File: config.mk
export PLATFORM = sky130hd
export DESIGN_NAME = iau_back
export DESIGN_NICKNAME = d
export VERILOG_FILES = /design/src/sv/assert_macros.svh /design/src/sv/iau_pkg.sv /design/src/sv/iau_back.sv
export SDC_FILE = /design/constraint.sdc
export NUM_CORES = 1
export LEC_CHECK = 0
export BUFFER_PORTS_ARGS = -buffer_cell sky130_fd_sc_hd__buf_2
export CORE_AREA = 2 2 288 290
export CTS_CLUSTER_SIZE = 8
export DETAILED_ROUTE_END_ITERATION = 6
export DIE_AREA = 0 0 290 292
export PLACE_DENSITY_LB_ADDON = 0.1
export SLEW_MARGIN = 40
export SYNTH_ARGS = -nofsm -noshare
export SYNTH_HDL_FRONTEND = slang
export SYNTH_SLANG_ARGS = --single-unit
File: constraint.sdc
create_clock -name clk -period 8.85 [get_ports clk]
set_clock_uncertainty 0.15 [all_clocks]
set_input_delay 0.885 -clock clk [delete_from_list [all_inputs] [get_ports clk]]
set_output_delay 0.885 -clock clk [all_outputs]
set_load 0.02 [all_outputs]
File: src/sv/assert_macros.svh
// Assertion helpers for the RTL file that checks itself.
`ifndef ASSERT_MACROS_SVH
`define ASSERT_MACROS_SVH

// Same-cycle implication, disabled while reset is held.
`define AST_IMPLIES(lbl, clk, rst_n, ante, cons, msg) \
  lbl: assert property (@(posedge clk) disable iff (!rst_n) (ante) |-> (cons)) \
    else $error(msg);

// Next-cycle implication, disabled while reset is held.
`define AST_NEXT(lbl, clk, rst_n, ante, cons, msg) \
  lbl: assert property (@(posedge clk) disable iff (!rst_n) (ante) |=> (cons)) \
    else $error(msg);

`endif

File: src/sv/iau_pkg.sv
`default_nettype none
package iau_pkg;

  localparam int WORD_BITS = 32;
  localparam int FRAC_BITS = 16;
  localparam int ZG_BITS   = 16;

  // product magnitude of two word magnitudes (each at most 2^(W-1))
  localparam int PROD_BITS = 2 * WORD_BITS - 1;
  // quotient bits of 2^(2F) / m, and root bits of (m << F)
  localparam int QUO_BITS  = 2 * FRAC_BITS + 1;
  localparam int ROOT_BITS = (WORD_BITS + FRAC_BITS) / 2;
  localparam int N_CELLS   = (QUO_BITS > ROOT_BITS) ? QUO_BITS : ROOT_BITS;
  localparam int SRC_BITS  = 2 * N_CELLS;
  localparam int ACC_BITS  = ((N_CELLS + 3) > (WORD_BITS + 1)) ? (N_CELLS + 3)
                                                               : (WORD_BITS + 1);
  localparam int MAG_BITS  = ((PROD_BITS > N_CELLS) ? PROD_BITS : N_CELLS) + 1;

  localparam logic [WORD_BITS-1:0] WMAX = {1'b0, {(WORD_BITS-1){1'b1}}};
  localparam logic [WORD_BITS-1:0] WMIN = {1'b1, {(WORD_BITS-1){1'b0}}};
  localparam logic [N_CELLS-1:0]   DIVIDEND = N_CELLS'(1) << (2 * FRAC_BITS);
  localparam logic [PROD_BITS-1:0] FRAC_MASK =
    {PROD_BITS{1'b1}} >> (PROD_BITS - FRAC_BITS);

  // opcodes
  localparam logic [3:0] MODE_PASS  = 4'd0;
  localparam logic [3:0] MODE_NEG   = 4'd1;
  localparam logic [3:0] MODE_SCALE = 4'd2;
  localparam logic [3:0] MODE_TRANS = 4'd3;
  localparam logic [3:0] MODE_ADD   = 4'd4;
  localparam logic [3:0] MODE_SUB   = 4'd5;
  localparam logic [3:0] MODE_MUL   = 4'd6;
  localparam logic [3:0] MODE_SQR   = 4'd7;
  localparam logic [3:0] MODE_INV   = 4'd8;
  localparam logic [3:0] MODE_SQRT  = 4'd9;
  localparam logic [3:0] MODE_WIDTH = 4'd10;

  // where the final result comes from
  localparam logic [1:0] KIND_DIRECT = 2'd0;
  localparam logic [1:0] KIND_MUL    = 2'd1;
  localparam logic [1:0] KIND_DIV    = 2'd2;
  localparam logic [1:0] KIND_SQRT   = 2'd3;

  localparam logic [1:0] ST_OK     = 2'd0;
  localparam logic [1:0] ST_SAT    = 2'd1;
  localparam logic [1:0] ST_DOMAIN = 2'd2;

  // product lanes: A/B feed the lower bound, C/D the upper bound
  localparam int LN_A = 0;
  localparam int LN_B = 1;
  localparam int LN_C = 2;
  localparam int LN_D = 3;

  typedef struct packed {
    logic                 sat;
    logic [WORD_BITS-1:0] val;
  } res_t;

  // one divide / square-root lane as it walks the cell chain
  typedef struct packed {
    logic [ACC_BITS-1:0]  acc;
    logic [SRC_BITS-1:0]  src;
    logic [N_CELLS-1:0]   q;
    logic [WORD_BITS-1:0] den;
  } lane_t;

  // everything else that rides along with the item
  typedef struct packed {
    logic [1:0]                kind;
    logic [WORD_BITS-1:0]      dlo;
    logic [WORD_BITS-1:0]      dhi;
    logic                      dsat;
    logic                      domain;
    logic [3:0]                pneg;
    logic [3:0][PROD_BITS-1:0] prod;
    logic                      use_b;
    logic                      use_d;
    logic                      lneg;
    logic                      hneg;
    logic                      lzero;
    logic                      hzero;
  } side_t;

  typedef struct packed {
    logic  is_sqrt;
    lane_t lo;
    lane_t hi;
    side_t side;
  } cell_t;

  function automatic logic [WORD_BITS-1:0] mag(input logic [WORD_BITS-1:0] x);
    mag = x[WORD_BITS-1] ? WORD_BITS'('0 - x) : x;
  endfunction

  // clamp a one-bit-wider signed sum to the word range
  function automatic res_t sat_w(input logic [WORD_BITS:0] v);
    res_t r;
    r.sat = 1'b0;
    r.val = v[WORD_BITS-1:0];
    if (v[WORD_BITS] != v[WORD_BITS-1]) begin
      r.sat = 1'b1;
      r.val = v[WORD_BITS] ? WMIN : WMAX;
    end
    sat_w = r;
  endfunction

  // signed word from a sign and a magnitude, clamped
  function automatic res_t from_mag(input logic neg, input logic [MAG_BITS-1:0] m);
    res_t r;
    r.sat = 1'b0;
    if (!neg) begin
      if (m > MAG_BITS'(WMAX)) begin
        r.sat = 1'b1;
        r.val = WMAX;
      end else begin
        r.val = m[WORD_BITS-1:0];
      end
    end else begin
      if (m > (MAG_BITS'(1) << (WORD_BITS - 1))) begin
        r.sat = 1'b1;
        r.val = WMIN;
      end else begin
        r.val = '0 - m[WORD_BITS-1:0];
      end
    end
    from_mag = r;
  endfunction

  // rescale a product magnitude, rounding outward
  function automatic res_t fmul_fin(input logic neg, input logic [PROD_BITS-1:0] p,
                                    input logic up);
    logic                inc;
    logic [MAG_BITS-1:0] m;
    inc = ((p & FRAC_MASK) != '0) && (up != neg);
    m = MAG_BITS'(p >> FRAC_BITS) + MAG_BITS'(inc);
    fmul_fin = from_mag(neg, m);
  endfunction

endpackage
`default_nettype wire

File: src/sv/iau_back.sv
`default_nettype none
// Rounding, saturation, bound selection and the output register.
module iau_back (
  input  wire logic                        clk,
  input  wire logic                        rst_n,
  input  wire logic                        in_valid,
  output logic                             in_ready,
  input  wire iau_pkg::cell_t              in_data,
  output logic                             out_valid,
  input  wire logic                        out_ready,
  output logic [2*iau_pkg::WORD_BITS-1:0]  out_data,
  output logic [1:0]                       out_status
);
  localparam int W = iau_pkg::WORD_BITS;
  localparam int M = iau_pkg::MAG_BITS;

  function automatic iau_pkg::res_t recip_fin(input iau_pkg::lane_t l, input logic neg,
                                              input logic zero, input logic up);
    iau_pkg::res_t r;
    logic          inc;
    inc = (l.acc != '0) && (up != neg);
    r = iau_pkg::from_mag(neg, M'(l.q) + M'(inc));
    if (zero) begin
      r.sat = 1'b1;
      r.val = up ? iau_pkg::WMAX : iau_pkg::WMIN;
    end
    recip_fin = r;
  endfunction

  function automatic iau_pkg::res_t sqrt_fin(input iau_pkg::lane_t l, input logic up);
    sqrt_fin = iau_pkg::from_mag(1'b0, M'(l.q) + M'(up && (l.acc != '0)));
  endfunction

  logic           v_r;
  logic [W-1:0]   lo_r, hi_r, lo_nxt, hi_nxt;
  logic [1:0]     st_r, st_nxt;
  iau_pkg::res_t  ra, rb, rc, rd, rl, rh;
  logic           sat;
  iau_pkg::side_t sd;

  assign sd = in_data.side;

  always_comb begin
    ra = iau_pkg::fmul_fin(sd.pneg[iau_pkg::LN_A], sd.prod[iau_pkg::LN_A], 1'b0);
    rb = iau_pkg::fmul_fin(sd.pneg[iau_pkg::LN_B], sd.prod[iau_pkg::LN_B], 1'b0);
    rc = iau_pkg::fmul_fin(sd.pneg[iau_pkg::LN_C], sd.prod[iau_pkg::LN_C], 1'b1);
    rd = iau_pkg::fmul_fin(sd.pneg[iau_pkg::LN_D], sd.prod[iau_pkg::LN_D], 1'b1);
    rl = '0;
    rh = '0;
    lo_nxt = sd.dlo;
    hi_nxt = sd.dhi;
    sat = sd.dsat;
    case (sd.kind)
      iau_pkg::KIND_MUL: begin
        lo_nxt = (sd.use_b && ($signed(rb.val) < $signed(ra.val))) ? rb.val : ra.val;
        hi_nxt = (sd.use_d && ($signed(rd.val) > $signed(rc.val))) ? rd.val : rc.val;
        sat = ra.sat | rb.sat | rc.sat | rd.sat;
      end
      iau_pkg::KIND_DIV: begin
        rl = recip_fin(in_data.lo, sd.lneg, sd.lzero, 1'b0);
        rh = recip_fin(in_data.hi, sd.hneg, sd.hzero, 1'b1);
        lo_nxt = rl.val;
        hi_nxt = rh.val;
        sat = rl.sat | rh.sat;
      end
      iau_pkg::KIND_SQRT: begin
        rl = sqrt_fin(in_data.lo, 1'b0);
        rh = sqrt_fin(in_data.hi, 1'b1);
        lo_nxt = rl.val;
        hi_nxt = rh.val;
        sat = rl.sat | rh.sat;
      end
      default: begin
      end
    endcase
    if (sd.domain) begin
      st_nxt = iau_pkg::ST_DOMAIN;
    end else if (sat) begin
      st_nxt = iau_pkg::ST_SAT;
    end else begin
      st_nxt = iau_pkg::ST_OK;
    end
  end

  assign in_ready   = !v_r || out_ready;
  assign out_valid  = v_r;
  assign out_data   = {hi_r, lo_r};
  assign out_status = st_r;

  always_ff @(posedge clk) begin
    if (!rst_n) begin
      v_r <= 1'b0;
    end else if (in_ready) begin
      v_r <= in_valid;
    end
  end

  always_ff @(posedge clk) begin
    if (in_valid && in_ready) begin
      lo_r <= lo_nxt;
      hi_r <= hi_nxt;
      st_r <= st_nxt;
    end
  end

endmodule
`default_nettype wire

Yosys cells after proc, flatten, opt, wreduce, memory -nomap -nowiden:

Index checks and enable logic that the tools add are counted.

* register bits: 67
* bits of input ports: 669
* output and inout bits: 68
* logic and storage cells: 107

* add/sub/neg operators: 13
* $lt $le $gt $ge: 16
* equal/unequal tests: 3
* multiplexer cells: 46
* bitwise logic cells: 8
* reduce and logical (&&, ||, !) cells: 17

Operator list (number)
* $mux W32: 16
* $mux W33: 12
* $reduce_bool A63 Y1: 4
* $add A47 B1 Y48: 4
* $gt A48 B31 Y1 const B: 4
* $gt A48 B32 Y1 const B: 4
* $pmux W32 S3: 2
* $sub A1 B32 Y32 const A: 6
* $add A33 B1 Y34: 3
* $gt A34 B31 Y1 const B: 3
* $reduce_bool A36 Y1: 2
* $gt A34 B32 Y1 const B: 2
* $gt A33 B31 Y1 const B: 1
* $gt A32 B32 Y1: 1
* $lt A32 B32 Y1: 1
* $mux W1: 15
* $logic_and A1 B1 Y1: 9
* $or A1 B1 Y1: 5
* $eq A2 B2 Y1 const B: 2
* $not A1 Y1: 3
* $pmux W1 S3: 1
* $eq A2 B1 Y1 const B: 1
* $logic_not A1 Y1: 1
* $logic_or A1 B1 Y1: 1

Longest topological paths before layout:

Gate-level depths: netlist of the first run.

* depth after elaboration: 11
* mapped depth: 35
* mapped depth without buffers: 29

Worst setup path before layout of the first run:

No wires, ideal clock.

* kind: input-to-reg
* start point: in in_data[260] in the netlist's numbering
* end point: reg hi_r[13], data pin
* setup time: 254 ps
* data arrival time: 7562 ps
* data required time: 8446 ps
* slack: 884 ps
* cell stages on the path: 32
* path buffers: 8
* cells stage by stage: clkbuf_1 > clkbuf_1 > clkbuf_1 > a41oi_1 > ha_1 > ha_1 > nand3_1 > buf_2 > or4_1 > a2111o_1 > a2111oi_0 > nor2b_1 > nand3_1 > a21oi_2 > nand2b_1 > buf_2 > buf_2 > o211ai_1 > ha_1 > nand4_1 > nor2_1 > nand4_1 > nor2_1 > nand3_1 > o21bai_1 > and4_1 > a211oi_1 > nand2b_1 > clkbuf_1 > clkbuf_1 > o21ai_0 > a21o_1

* word-level cells in the longest chain between the ends: 10
* elaborated cells between the ends (all ways): 13
* those cells by class: add/sub: 2; order compare: 3; mux: 5; bitwise: 1; reduce/logical: 2

Ends and longest elaborated chain
* start: declaration: RTL line iau_back.sv:8 `input wire iau_pkg::cell_t in_data,`
* $not A1 Y1: RTL line iau_pkg.sv:134 `inc = ((p & FRAC_MASK) != '0) && (up != neg);`
* $logic_and A1 B1 Y1: RTL line iau_pkg.sv:134
* $add A47 B1 Y48: RTL line iau_pkg.sv:135 `m = MAG_BITS'(p >> FRAC_BITS) + MAG_BITS'(inc);`
* $gt A48 B31 Y1, or another cell as far along: RTL line iau_pkg.sv:112 `if (m > MAG_BITS'(WMAX)) begin`
* $mux W32, on equally long branches: RTL line iau_pkg.sv:112, iau_pkg.sv:119
* $mux W33 *: RTL line iau_pkg.sv:111 `if (!neg) begin`
* $gt A32 B32 Y1: RTL line iau_back.sv:56 `hi_nxt = (sd.use_d && ($signed(rd.val) > $signed(rc.val))) ? rd.val : rc.val;`
* $logic_and A1 B1 Y1: RTL line iau_back.sv:56
* $mux W32 *: RTL line iau_back.sv:56
* $pmux W32 S3 *: RTL line iau_back.sv:53 `case (sd.kind)`
* named net hi_nxt[13]: RTL line iau_back.sv:35 `logic [W-1:0] lo_r, hi_r, lo_nxt, hi_nxt;`
* end signal: assignment: RTL line iau_back.sv:101 `hi_r <= hi_nxt;`
* end: declaration: RTL line iau_back.sv:35

Mark *: on every way through the listed nets, which the timed path passes. The rest lies on a longest branch.
A chain may end at the register's enable or synchronous reset.

Worst setup path in the final report of the first run:

* start point: in in_data[259] in the netlist's numbering
* end point: reg lo_r[7], data pin

* word-level cells in the longest chain between the ends: 9
* elaborated cells between the ends (all ways): 12
* those cells by class: add/sub: 2; order compare: 3; mux: 5; reduce/logical: 2

Ends and longest elaborated chain
* $logic_and A1 B1 Y1: RTL line iau_pkg.sv:134
* $add A47 B1 Y48: RTL line iau_pkg.sv:135
* $gt A48 B31 Y1, or another cell as far along: RTL line iau_pkg.sv:112
* $mux W32, on equally long branches: RTL line iau_pkg.sv:112, iau_pkg.sv:119
* $mux W33 *: RTL line iau_pkg.sv:111
* $lt A32 B32 Y1: RTL line iau_back.sv:55 `lo_nxt = (sd.use_b && ($signed(rb.val) < $signed(ra.val))) ? rb.val : ra.val;`
* $logic_and A1 B1 Y1: RTL line iau_back.sv:55
* $mux W32 *: RTL line iau_back.sv:55
* $pmux W32 S3 *: RTL line iau_back.sv:53
* named net lo_nxt[7]: RTL line iau_back.sv:35
* end signal: assignment: RTL line iau_back.sv:100 `lo_r <= lo_nxt;`
* end: declaration: RTL line iau_back.sv:35

Marked as above.

==> summary.json, run 1 <==
{
  "floorplan": {
    "row_count": 105,
    "fp.dieH_um": 292,
    "initial_utilization_pct": 24.7,
    "core_region_area_mm2": 0.0816,
    "floorplan.io_pins": 737,
    "die-area_mm2": 0.0847,
    "x_dimension_of_the_die_um": 290
  },
  "routing": {
    "topRoutingLayerUsed": "met5",
    "post-route-drc-count": 0,
    "detailedRoute.firstIterationViolations": 2230,
    "routedLengthMet1_mm": 50.8,
    "met3_length_mm": 6.34,
    "drt_wl_total_mm": 105,
    "vias": 25500,
    "vias_per_cell": 5.64,
    "route.met2.wl_mm": 46.2,
    "ant_nets": 0,
    "drtPass1Iterations": 5,
    "routedWlPerCell_um": 23.2
  },
  "cts": {
    "worst_skew_pair.late_latency_ns": 0.39,
    "tritoncts_num_sinks": 67,
    "tritoncts": "built",
    "h_tree_levels": 3,
    "clk_root_buffer_cell": "sky130_fd_sc_hd__clkbuf_16",
    "numCtsBuffers": 9,
    "ctsResizeCount": 0,
    "clk_pin_slew_ns": 0.08,
    "post_cts_hold_buffer_count": 0,
    "clk_path_buf_depth": 2,
    "post_cts_buffers": 0
  },
  "finish": {
    "final_layout_size_suffix_gt1_share_pct": 20.8,
    "areaGrowthSynthToFinish_pct": 21.1,
    "seq_area_mm2": 0.00200,
    "num-fill-cells": 9237,
    "design.final.nets": 4203,
    "multi_input_area_mm2": 0.0172,
    "finish.cell_count_without_fillers": 4531
  },
  "placed_design": {
    "place.port_buffers": 539,
    "dpl.hpwl_mm": 87.0,
    "total_placed_cells_including_tap_cells": 4508,
    "gp_congestion": 0.896
  },
  "synthesis": {
    "average_cell_area_after_synthesis_um2": 6.67,
    "yosys_register_bits": 67,
    "yosys.area.top_type_share_pct": 9.82,
    "synthTopCellsByArea": "sky130_fd_sc_hd__edfxtp_1 9.8%, sky130_fd_sc_hd__a21oi_1 6.5%, sky130_fd_sc_hd__xnor2_1 6.3%",
    "synthArstFlopShare_pct": 0,
    "synth_top_cell_by_area": "sky130_fd_sc_hd__edfxtp_1",
    "postSynthCellCount": 3027,
    "synth.cell_area_mm2": 0.0202,
    "synthMostInstantiatedCell": "sky130_fd_sc_hd__nand2_1",
    "syn-num-nets": 3781,
    "synthDistinctLibCells": 98,
    "synth-edff-count": 66,
    "ys_flop_type": "sky130_fd_sc_hd__edfxtp_1",
    "yosysSeqAreaShare_pct": 9.92,
    "synth.top_cells.by_count": "324 x sky130_fd_sc_hd__nand2_1, 264 x sky130_fd_sc_hd__a21oi_1, 229 x sky130_fd_sc_hd__nor2_1",
    "yosys_warning_count": 0
  },
  "power": {
    "comb_power_share_pct": 52.4,
    "netsw_mw": 0.799,
    "p_leak_nw": 9.02,
    "sw_frac_of_total_pct": 44.7,
    "cellPowerDensity_mw_per_mm2": 73.1,
    "power.internal_mw": 0.987,
    "sequentialPowerShare_pct": 22.3,
    "power.clock.fraction_pct": 25.2,
    "vdd_ir_drop_max_uv": 96.4
  },
  "sta": {
    "clock.fmax_mhz": 125,
    "final_hold_viol_count": 0,
    "setup_violators_final": 0,
    "worst_slew_pin_slew_ns": 0.839,
    "slew_violations": 0,
    "normalized_max_slew_margin_pct": 43.9,
    "fin_tns_setup_ns": 0,
    "timing.final.crit_share_pct": 90.3,
    "rsz0062_at_grt": "false",
    "layout_min_cycle_time_ns": 7.99
  },
  "global_route": {
    "grtUsageTotal_pct": 23.7,
    "global_route_wire_length_before_repair_mm": 154,
    "antenna_found_initial": 16,
    "globalRouteOverflowTotal": 0,
    "via_count_of_the_first_global_routing_pass": 23500,
    "grt_max_degree": 60
  },
  "worst_setup_path": {
    "cpLargestDelayFamily": "compound AO/OA/AOI/OAI gates",
    "critPathCaptureType": "flop",
    "crit_buf_inv": 2,
    "cpMostUsedCell": "sky130_fd_sc_hd__ha_1",
    "worst_path_max_delay_cell": "sky130_fd_sc_hd__nor4_2",
    "max_stage_delay_ns": 0.64,
    "critPathKind": "in2reg",
    "startpoint_type": "primary input",
    "path_max_fanout": 30,
    "required_ns": 8.85,
    "arrival_time_worst_endpoint_ns": 7.99
  },
  "job": {
    "max_cap_violations": 0
  },
  "outcome": {
    "status": "completed"
  },
  "hold_path": {
    "worst_hold_path_type": "reg2reg"
  }
}
==> power by group through the flow <==
stage	Sequential, mW	Clock, mW	Combinational [mW]
5_1_grt	0.401	0.471	1.02
3_3_place_gp	0.406	0	0.924
2_1_floorplan	0.433	0	0.483
6_report	0.399	0.450	0.937
4_1_cts	0.399	0.464	0.927
3_5_place_dp	0.405	0	0.922
==> through the flow <==
step / utilization [%] / power (mW) / area, um^2 / setup WS [ns] / hold slack (ns)
6_report: 29.9 / 1.79 / 24400 / 0.859 / 0.397
3_3_place_gp: 29.4 / 1.33 / 24000 / 0.407 / 0.380
3_5_place_dp: 29.5 / 1.33 / 24100 / 0.546 / 0.392
5_1_grt: 29.9 / 1.89 / 24400 / 0.196 / 0.453
4_1_cts: 29.9 / 1.79 / 24400 / 0.887 / 0.406
2_1_floorplan: - / 0.916 / 20200 / 0.884 / 0.600
==> metal layers <==
metal | up-vias | GRT usage [%]
met2 | 921 | 37.4
met4 | 8 | 4.09
li1 | 12400 | -
met1 | 12100 | 34.2
met3 | 80 | 3.36
met5 | - | 0
==> sequential cells by signal, indices dropped and copies added (netlist names) <==
| register | cells |
|---|---|
| out_valid | 1 |
| lo_r | 32 |
| out_status | 2 |
| hi_r | 32 |
==> tightest hold or removal path: stages, from the launching register on <==
cell                       delay, ns
sky130_fd_sc_hd__dfxtp_1        0.31
sky130_fd_sc_hd__nand2b_1       0.10
sky130_fd_sc_hd__a21boi_0       0.09
==> logic make-up after synthesis <==
| family | count (synthesis) | share of synthesized area, % |
|---|---|---|
| buf+inv | 256 | 5.16 |
| flops | 67 | 9.92 |
| simple gates | 1430 | 37.3 |
| mux | 56 | 2.90 |
| fa+ha+maj | 85 | 5.27 |
| xor+xnor | 262 | 11.4 |
| compound gates | 871 | 28.0 |
==> path summary, 6_finish.rpt <==
path | slack (ns) | cells past startpoint | startpoint | to
worst max-delay path | 0.86 | 27 | in_data[259] | lo_r[7]
worst min-delay path | 0.40 | 2 | out_valid | out_valid
worst max register to register | 7.12 | 3 | out_valid | hi_r[9]
worst min register to register | 0.40 | 2 | out_valid | out_valid
==> placed cells by master, fill, tap and decap left out, types with 14 or more instances in the layout <==
cell type                  netlist  layout
sky130_fd_sc_hd__nand4_1       134     134
sky130_fd_sc_hd__nand2_1       324     322
sky130_fd_sc_hd__o211ai_1       50      50
sky130_fd_sc_hd__nor2_1        229     225
sky130_fd_sc_hd__a21o_1         66      66
sky130_fd_sc_hd__xor2_1        116     116
sky130_fd_sc_hd__o221ai_1       21      21
sky130_fd_sc_hd__nand2b_1       25      25
sky130_fd_sc_hd__and3_1         56      56
sky130_fd_sc_hd__buf_4           6      71
sky130_fd_sc_hd__or2_2          15      15
sky130_fd_sc_hd__and2_1         44      42
sky130_fd_sc_hd__or3_1          60      60
sky130_fd_sc_hd__o31ai_1        17      17
sky130_fd_sc_hd__inv_1          53      53
sky130_fd_sc_hd__a21oi_1       264     264
sky130_fd_sc_hd__nor4_2          7      14
sky130_fd_sc_hd__a22oi_1        27      27
sky130_fd_sc_hd__a211oi_1       27      27
sky130_fd_sc_hd__o21ai_0       173     173
sky130_fd_sc_hd__nor2b_1        15      15
sky130_fd_sc_hd__buf_2          46     539
sky130_fd_sc_hd__a311oi_1       14      14
sky130_fd_sc_hd__mux2i_1        40      39
sky130_fd_sc_hd__o21a_1         21      21
sky130_fd_sc_hd__xnor2_1       146     146
sky130_fd_sc_hd__nor4_1         88      81
sky130_fd_sc_hd__ha_1           85      85
sky130_fd_sc_hd__nor3b_1        16      16
sky130_fd_sc_hd__nand3_1       203     203
sky130_fd_sc_hd__a31oi_1        45      45
sky130_fd_sc_hd__and4_1         45      45
sky130_fd_sc_hd__edfxtp_1       66      66
sky130_fd_sc_hd__nor3_1        108     106
==> layout make-up <==
class                           instances  area share [%]
Sequential cell                        67            8.19
Inverter                               54           0.830
Tap cell                             1070            5.48
Multi-Input combinational cell       2704            70.6
Antenna cell                            7          0.0717
Clock inverter                          7           0.476
Timing Repair Buffer                  613            13.5
Clock buffer                            9           0.922
Power figures use the tool's default switching activity.
==> inputs of run 2 (changes only) <==
CELL_PAD_IN_SITES_DETAIL_PLACEMENT = 1   (was unset)
CELL_PAD_IN_SITES_GLOBAL_PLACEMENT = 2   (was unset)
CORE_AREA = 2 2 285 287   (was 2 2 288 290)
DIE_AREA = 0 0 287 289   (was 0 0 290 292)
==> run 2 against run 1 <==
  * Sequential power about the same
  * Clock power is essentially flat
  * Die area down 2.1%
  * Critical endpoint is now hi_r[21]
  * Largest power group unchanged
  * Fmax is 2.0% lower
  * Count of clock-buffer cells in the layout did not move
  * Via count rose by 2.2%
  * Non-clock buffer count decreased by 3
  * Critical path type unchanged
  * Final area shrank 0.13%
  * Sequential share of layout area about the same
  * Hold slack improved by 0.0059 ns
  * Core utilization is 0.59 points higher
  * Total power up 1.0%
==> summary.json, run 2 (synthesis gave the netlist of run 1 again) <==
{
  "power": {
    "p_leak": {"value": 9.00, "unit": "nW", "change": "-0.20%"},
    "cellPowerDensity": {"value": 74.0, "unit": "mW/mm^2", "change": "+1.2%"},
    "vdd_ir_drop_max": {"value": 83.5, "unit": "uV", "change": "-13%"}
  },
  "worst_setup_path": {
    "worst_r2r_path_depth": {"value": 3, "change": "unchanged"},
    "worstSetupPathDepth": {"value": 29, "change": "+7.4%"},
    "cpLargestDelayFamily": "compound AO/OA/AOI/OAI gates",
    "critPathKind": "in2reg",
    "required": {"value": 8.84, "unit": "ns", "change": "about the same"},
    "cpMostUsedCell": "sky130_fd_sc_hd__ha_1",
    "critPathCaptureType": "flop",
    "arrival_time_worst_endpoint": {"value": 8.15, "unit": "ns", "change": "+0.16 ns"},
    "startpoint_type": "primary input",
    "worst_path_max_delay_cell": "sky130_fd_sc_hd__a2111oi_0",
    "max_stage_delay": {"value": 0.61, "unit": "ns", "change": "-0.03 ns"},
    "path_max_fanout": {"value": 15, "change": "-50%"},
    "crit_buf_inv": {"value": 4, "change": "+2"}
  },
  "placed_design": {
    "total_placed_cells_including_tap_cells": {"value": 4495, "change": "-0.29%"},
    "dpl.hpwl": {"value": 94.9, "unit": "mm", "change": "+9.1%"},
    "place.port_buffers": {"value": 539, "change": "unchanged"},
    "gp_congestion": {"value": 0.915, "change": "+2.1%"}
  },
  "cts": {
    "numCtsBuffers": {"value": 9, "change": "unchanged"},
    "tritoncts_num_sinks": {"value": 67, "change": "unchanged"},
    "clk_root_buffer_cell": "sky130_fd_sc_hd__clkbuf_16",
    "tritoncts": "built",
    "clk_path_buf_depth": {"value": 2, "change": "unchanged"},
    "h_tree_levels": {"value": 3, "change": "unchanged"},
    "post_cts_buffers": {"value": 0, "change": "unchanged"},
    "post_cts_hold_buffer_count": {"value": 0, "change": "unchanged"},
    "ctsResizeCount": {"value": 0, "change": "unchanged"},
    "worst_skew_pair.late_latency": {"value": 0.39, "unit": "ns", "change": "about the same"},
    "clk_pin_slew": {"value": 0.07, "unit": "ns", "change": "about the same"}
  },
  "finish": {
    "final_layout_size_suffix_gt1_share": {"value": 20.7, "unit": "%", "change": "-0.069 points"},
    "finish.cell_count_without_fillers": {"value": 4519, "change": "-0.26%"},
    "design.final.nets": {"value": 4200, "change": "-0.071%"},
    "num-fill-cells": {"value": 10100, "change": "+9.8%"},
    "layout_commonest_cell": "sky130_fd_sc_hd__buf_2",
    "layout.cells.most_common_list": "539 x sky130_fd_sc_hd__buf_2, 323 x sky130_fd_sc_hd__nand2_1, 264 x sky130_fd_sc_hd__a21oi_1, 225 x sky130_fd_sc_hd__nor2_1, 203 x sky130_fd_sc_hd__nand3_1",
    "areaGrowthSynthToFinish_pct": 20.9,
    "seq_area": {"value": 0.00200, "unit": "mm^2", "change": "unchanged"},
    "multi_input_area": {"value": 0.0172, "unit": "mm^2", "change": "-0.11%"}
  },
  "sta": {
    "clock.fmax": {"value": 123, "unit": "MHz", "change": "-2.0%"},
    "rsz0062_at_grt": "false",
    "normalized_max_slew_margin": {"value": 42.1, "unit": "%", "change": "-1.8 points"},
    "timing.final.crit_share": {"value": 92.1, "unit": "%", "change": "+1.8 points"},
    "layout_min_cycle_time": {"value": 8.15, "unit": "ns", "change": "+0.163 ns"},
    "slew_violations": {"value": 0, "change": "unchanged"},
    "worst_slew_pin_slew": {"value": 0.863, "unit": "ns", "change": "+0.0232 ns"},
    "setup_violators_final": {"value": 0, "change": "unchanged"},
    "fin_tns_setup": {"value": 0, "unit": "ns", "change": "unchanged"},
    "final_hold_viol_count": {"value": 0, "change": "unchanged"}
  },
  "global_route": {
    "globalRouteOverflowTotal": {"value": 0, "change": "unchanged"},
    "via_count_of_the_first_global_routing_pass": {"value": 26300, "change": "+12%"},
    "grt.busiest_layer": "met2",
    "grtUsageMet1": {"value": 34.8, "unit": "%", "change": "+0.59 points"},
    "grtUsageTotal": {"value": 26.1, "unit": "%", "change": "+2.4 points"},
    "global_route_wire_length_before_repair": {"value": 167, "unit": "mm", "change": "+8.3%"},
    "met3_usage": {"value": 3.13, "unit": "%", "change": "-0.23 points"},
    "use_met2": {"value": 45.1, "unit": "%", "change": "+7.7 points"},
    "antenna_found_initial": {"value": 26, "change": "+10"},
    "grt_max_degree": {"value": 61, "change": "+1.7%"}
  },
  "routing": {
    "drtPass1Iterations": {"value": 7, "change": "+2"},
    "ant_nets": {"value": 0, "change": "unchanged"},
    "routedWlPerCell": {"value": 25.0, "unit": "um", "change": "+7.7%"},
    "post-route-drc-count": {"value": 0, "change": "unchanged"},
    "vias": {"value": 26100, "change": "+2.2%"},
    "drt_wl_total": {"value": 113, "unit": "mm", "change": "+7.4%"},
    "vias_per_cell": {"value": 5.78, "change": "+2.5%"},
    "detailedRoute.firstIterationViolations": {"value": 1833, "change": "-18%"}
  },
  "hold_path": {
    "worst_hold_path_type": "reg2reg",
    "hold_path_depth": {"value": 2, "change": "unchanged"}
  },
  "outcome": {
    "status": "completed"
  },
  "floorplan": {
    "x_dimension_of_the_die": {"value": 287, "unit": "um", "change": "-1.0%"},
    "core_region_area": {"value": 0.0799, "unit": "mm^2", "change": "-2.1%"},
    "row_count": {"value": 104, "change": "-0.95%"},
    "die-area": {"value": 0.0829, "unit": "mm^2", "change": "-2.1%"},
    "floorplan.io_pins": {"value": 737, "change": "unchanged"},
    "fp.dieH": {"value": 289, "unit": "um", "change": "-1.0%"},
    "initial_utilization": {"value": 25.3, "unit": "%", "change": "+0.52 points"}
  },
  "job": {
    "max_cap_violations": {"value": 0, "change": "unchanged"}
  }
}
run 2: where the power goes:
group          internal (mW)  leakage [nW]  total (mW)  switching [mW]
Clock                  0.278         0.167       0.452           0.175
Combinational          0.329          8.20       0.950           0.621
Sequential             0.386         0.637       0.402          0.0167
Total                  0.992          9.00        1.80           0.813
run 2: metal layers:
metal	part of all wire (%)	wire length (um)
met5	0.082	92
met1	45	50700
met4	2.1	2360
met2	48	53800
met3	5.1	5800
run 2: path summary, 6_finish.rpt:
| check | from | to | slack [ns] |
|---|---|---|---|
| setup reg to reg | out_valid | lo_r[11] | 7.13 |
| setup / recovery | in_data[133] | hi_r[21] | 0.70 |
| hold / removal | out_valid | out_valid | 0.40 |
| hold reg to reg | out_valid | out_valid | 0.40 |
run 2: layout make-up:
cell class	instances	share of cell area (%)
repair buffers	610	13.4
flip-flops and latches	67	8.20
clock inverters	7	0.508
inverters	54	0.831
multi-input cells	2704	70.6
diodes	8	0.0820
well taps	1060	5.44
clock buffers	9	0.923
run 2: metrics by stage:
step	utilization, %	instance area, um^2	hold slack [ns]	worst slack (ns)	power (mW)
after CTS	30.5	24400	0.412	0.710	1.81
after global placement	30.0	23900	0.366	0.426	1.33
after detailed placement	30.1	24000	0.399	0.307	1.35
after floorplan	-	20200	0.600	0.884	0.916
final	30.5	24400	0.403	0.696	1.80
after global routing	30.5	24400	0.443	0.0604	1.91
run 2: tightest hold or removal path, cell delays in order, from the launching register on:
cell and delay, ns:
sky130_fd_sc_hd__dfxtp_1 0.31, sky130_fd_sc_hd__nand2b_1 0.11, sky130_fd_sc_hd__a21boi_0 0.09
==> inputs of run 3 (changes only) <==
CORE_AREA = unset   (was 2 2 285 287)
CORE_ASPECT_RATIO = 0.6   (was unset)
CORE_MARGIN = 2   (was unset)
CORE_UTILIZATION = 24   (was unset)
DIE_AREA = unset   (was 0 0 287 289)
clock period = 6.9 ns   (was 8.85 ns; I/O delays follow)
==> run 3 against run 2 <==
  * Core utilization up 5.7 points
  * Sequential share of layout area down 1.6 points
  * Global-route usage increased by 1.7 points
  * Register-to-register slack got worse by 2.0 ns
  * Sequential power increased by 28%
  * Routed wire length up 14%
  * Flip-flop and latch count stayed put
  * First-iteration DRC count increased by 40%
  * Combinational power increased by 64%
  * Clock power rose by 2%
  * Highest routed layer unchanged
==> summary.json, run 3 (synthesis gave the netlist of run 1 again) <==
{
  "outcome": {
    "status": "completed"
  },
  "worst_setup_path": {
    "worst_path_max_delay_cell": "sky130_fd_sc_hd__or3_4",
    "max_stage_delay": {"value": 0.42, "unit": "ns", "change": "-0.19 ns"},
    "crit_buf_inv": {"value": 9, "change": "+5"},
    "required": {"value": 6.97, "unit": "ns", "change": "-1.87 ns"},
    "worst_setup_path_startpoint": "in_data[258]",
    "cpLargestDelayFamily": "compound AO/OA/AOI/OAI gates",
    "critPathKind": "in2reg",
    "reg2reg_from": "out_valid",
    "startpoint_type": "primary input",
    "path_max_fanout": {"value": 6, "change": "-9"},
    "critPathCaptureType": "flop",
    "arrival_time_worst_endpoint": {"value": 6.88, "unit": "ns", "change": "-1.27 ns"}
  },
  "finish": {
    "final_layout_size_suffix_gt1_share": {"value": 36.4, "unit": "%", "change": "+16 points"},
    "layout.cells.most_common_list": "579 x sky130_fd_sc_hd__buf_4, 537 x sky130_fd_sc_hd__buf_2, 317 x sky130_fd_sc_hd__nand2_1, 238 x sky130_fd_sc_hd__a21oi_1, 217 x sky130_fd_sc_hd__nor2_1",
    "multi_input_area": {"value": 0.0186, "unit": "mm^2", "change": "+8.0%"},
    "num-fill-cells": {"value": 10500, "change": "+3.6%"},
    "layout.core_utilization": {"value": 36.3, "unit": "%", "change": "+5.7 points"},
    "seq_area": {"value": 0.00200, "unit": "mm^2", "change": "unchanged"},
    "areaGrowthSynthToFinish_pct": 50.0,
    "design.final.nets": {"value": 4754, "change": "+13%"},
    "layout_commonest_cell": "sky130_fd_sc_hd__buf_4"
  },
  "routing": {
    "vias_per_cell": {"value": 5.64, "change": "-2.4%"},
    "post-route-drc-count": {"value": 0, "change": "unchanged"},
    "detailedRoute.firstIterationViolations": {"value": 2569, "change": "+40%"},
    "drt_wl_total": {"value": 128, "unit": "mm", "change": "+14%"},
    "ant_nets": {"value": 0, "change": "unchanged"},
    "vias": {"value": 29000, "change": "+11%"},
    "routedWlPerCell": {"value": 25.0, "unit": "um", "change": "+0.11%"},
    "drtPass1Iterations": {"value": 6, "change": "-1"}
  },
  "cts": {
    "worst_skew_pair.late_latency": {"value": 0.39, "unit": "ns", "change": "about the same"},
    "tritoncts": "built",
    "clk_path_buf_depth": {"value": 2, "change": "unchanged"},
    "h_tree_levels": {"value": 3, "change": "unchanged"},
    "clk_root_buffer_cell": "sky130_fd_sc_hd__clkbuf_16",
    "clk_pin_slew": {"value": 0.08, "unit": "ns", "change": "about the same"},
    "tritoncts_num_sinks": {"value": 67, "change": "unchanged"},
    "numCtsBuffers": {"value": 9, "change": "unchanged"}
  },
  "sta": {
    "holdWs": {"value": 0.399, "unit": "ns", "change": "-0.00435 ns"},
    "layout_min_cycle_time_ns": 6.81,
    "timing.final.crit_share_pct": 98.6,
    "clock.fmax_mhz": 147,
    "normalized_max_slew_margin": {"value": 35.2, "unit": "%", "change": "-6.9 points"},
    "setup_violators_final": {"value": 0, "change": "unchanged"},
    "final_hold_viol_count": {"value": 0, "change": "unchanged"},
    "worst_slew_pin_slew": {"value": 0.963, "unit": "ns", "change": "+0.0999 ns"},
    "slew_violations": {"value": 0, "change": "unchanged"}
  },
  "global_route": {
    "grt_max_degree": {"value": 67, "change": "+9.8%"},
    "global_route_wire_length_before_repair": {"value": 183, "unit": "mm", "change": "+9.2%"},
    "via_count_of_the_first_global_routing_pass": {"value": 27800, "change": "+5.6%"},
    "grtUsageTotal": {"value": 27.8, "unit": "%", "change": "+1.7 points"},
    "globalRouteOverflowTotal": {"value": 0, "change": "unchanged"},
    "antenna_found_initial": {"value": 13, "change": "-50%"}
  },
  "placed_design": {
    "place.port_buffers": {"value": 539, "change": "unchanged"},
    "gp_congestion": {"value": 0.946, "change": "+3.4%"},
    "dpl.hpwl": {"value": 107, "unit": "mm", "change": "+13%"}
  },
  "floorplan": {
    "core_region_area": {"value": 0.0834, "unit": "mm^2", "change": "+4.4%"},
    "initial_utilization": {"value": 24.2, "unit": "%", "change": "-1.1 points"},
    "x_dimension_of_the_die": {"value": 378, "unit": "um", "change": "+32%"},
    "fp.dieH": {"value": 229, "unit": "um", "change": "-21%"},
    "die-area": {"value": 0.0865, "unit": "mm^2", "change": "+4.3%"},
    "row_count": {"value": 82, "change": "-21%"},
    "floorplan.io_pins": {"value": 737, "change": "unchanged"}
  },
  "power": {
    "vdd_ir_drop_max": {"value": 108, "unit": "uV", "change": "+29%"},
    "cellPowerDensity": {"value": 83.6, "unit": "mW/mm^2", "change": "+13%"},
    "total_design_power": {"value": 2.53, "unit": "mW", "change": "+40%"},
    "p_leak": {"value": 12.1, "unit": "nW", "change": "+34%"}
  },
  "hold_path": {
    "worst_hold_path_type": "in2reg",
    "hp-start": "rst_n"
  },
  "job": {
    "max_cap_violations": {"value": 0, "change": "unchanged"}
  }
}
==> run 3: cell count changes in the layout (fill, tap and decap cells not counted), sizes merged <==
cell,before,now
inv,54,53
diode,8,5
mux2,16,17
buf,610,1159
bufinv,3,0
clkbuf,9,14
clkinvlp,1,2
==> run 3: per-layer routing <==
metal	vias up	track usage [%]	part of all wire (%)	wire length (um)
met2	1097	35.8	38	48500
met4	4	4.21	1.1	1370
met5	-	0	0.021	27
met3	78	3.82	7.8	10000
met1	14300	46.8	53	68500
li1	13500	-	-	-
==> run 3: report_power, final <==
part           leakage (nW)  total [mW]  internal [mW]  switching [mW]
registers             0.637       0.516          0.494          0.0213
clock network         0.119       0.460          0.237           0.223
logic                  11.3        1.56          0.611           0.945
total                  12.1        2.53           1.34            1.19
==> run 3: stage by stage <==
stage	cells	setup WS (ns)	TNS (ns)	instance area [um^2]
finish	5142	0.0948	0	30300
global route	5140	-0.0823	-1.14	30300
CTS	5054	0.0128	0	28300
detailed placement	5032	-1.07	-57.29	27700
global placement	5032	-1.03	-52.51	27700
floorplan	3027	-0.00685	-0.0135	20300
==> run 3: repair_timing <==
item                       in CTS  in global routing
pin swaps                      16                106
gates cloned                    0                  6
hold buffers                    0                  0
setup buffers                   8                 78
resized for setup              54                244
setup endpoints to repair      64                 64
==> run 3: worst register-to-register path: cells and delay by family, from the launching register on <==
family        cells  cell delay [ns]
simple gates      2             0.26
buf+inv           2             0.57
flops             1             0.32
==> run 3: area by class of cell <==
class                      instances  area share (%)
timing repair buffer            1163            25.7
clock buffer                      10           0.757
sequential                        67            6.61
tap                             1134            4.69
inverter                          54           0.682
antenna                            5          0.0413
multi-input combinational       2705            61.4
clock inverter                     4          0.0661
==> run 3: worst paths after layout <==
kind / to / slack [ns] / depth (start not counted)
worst min register to register: out_valid / 0.41 / 2
worst min-delay path: out_valid / 0.40 / 2
worst max-delay path: lo_r[8] / 0.09 / 29
worst max register to register: hi_r[18] / 5.16 / 4
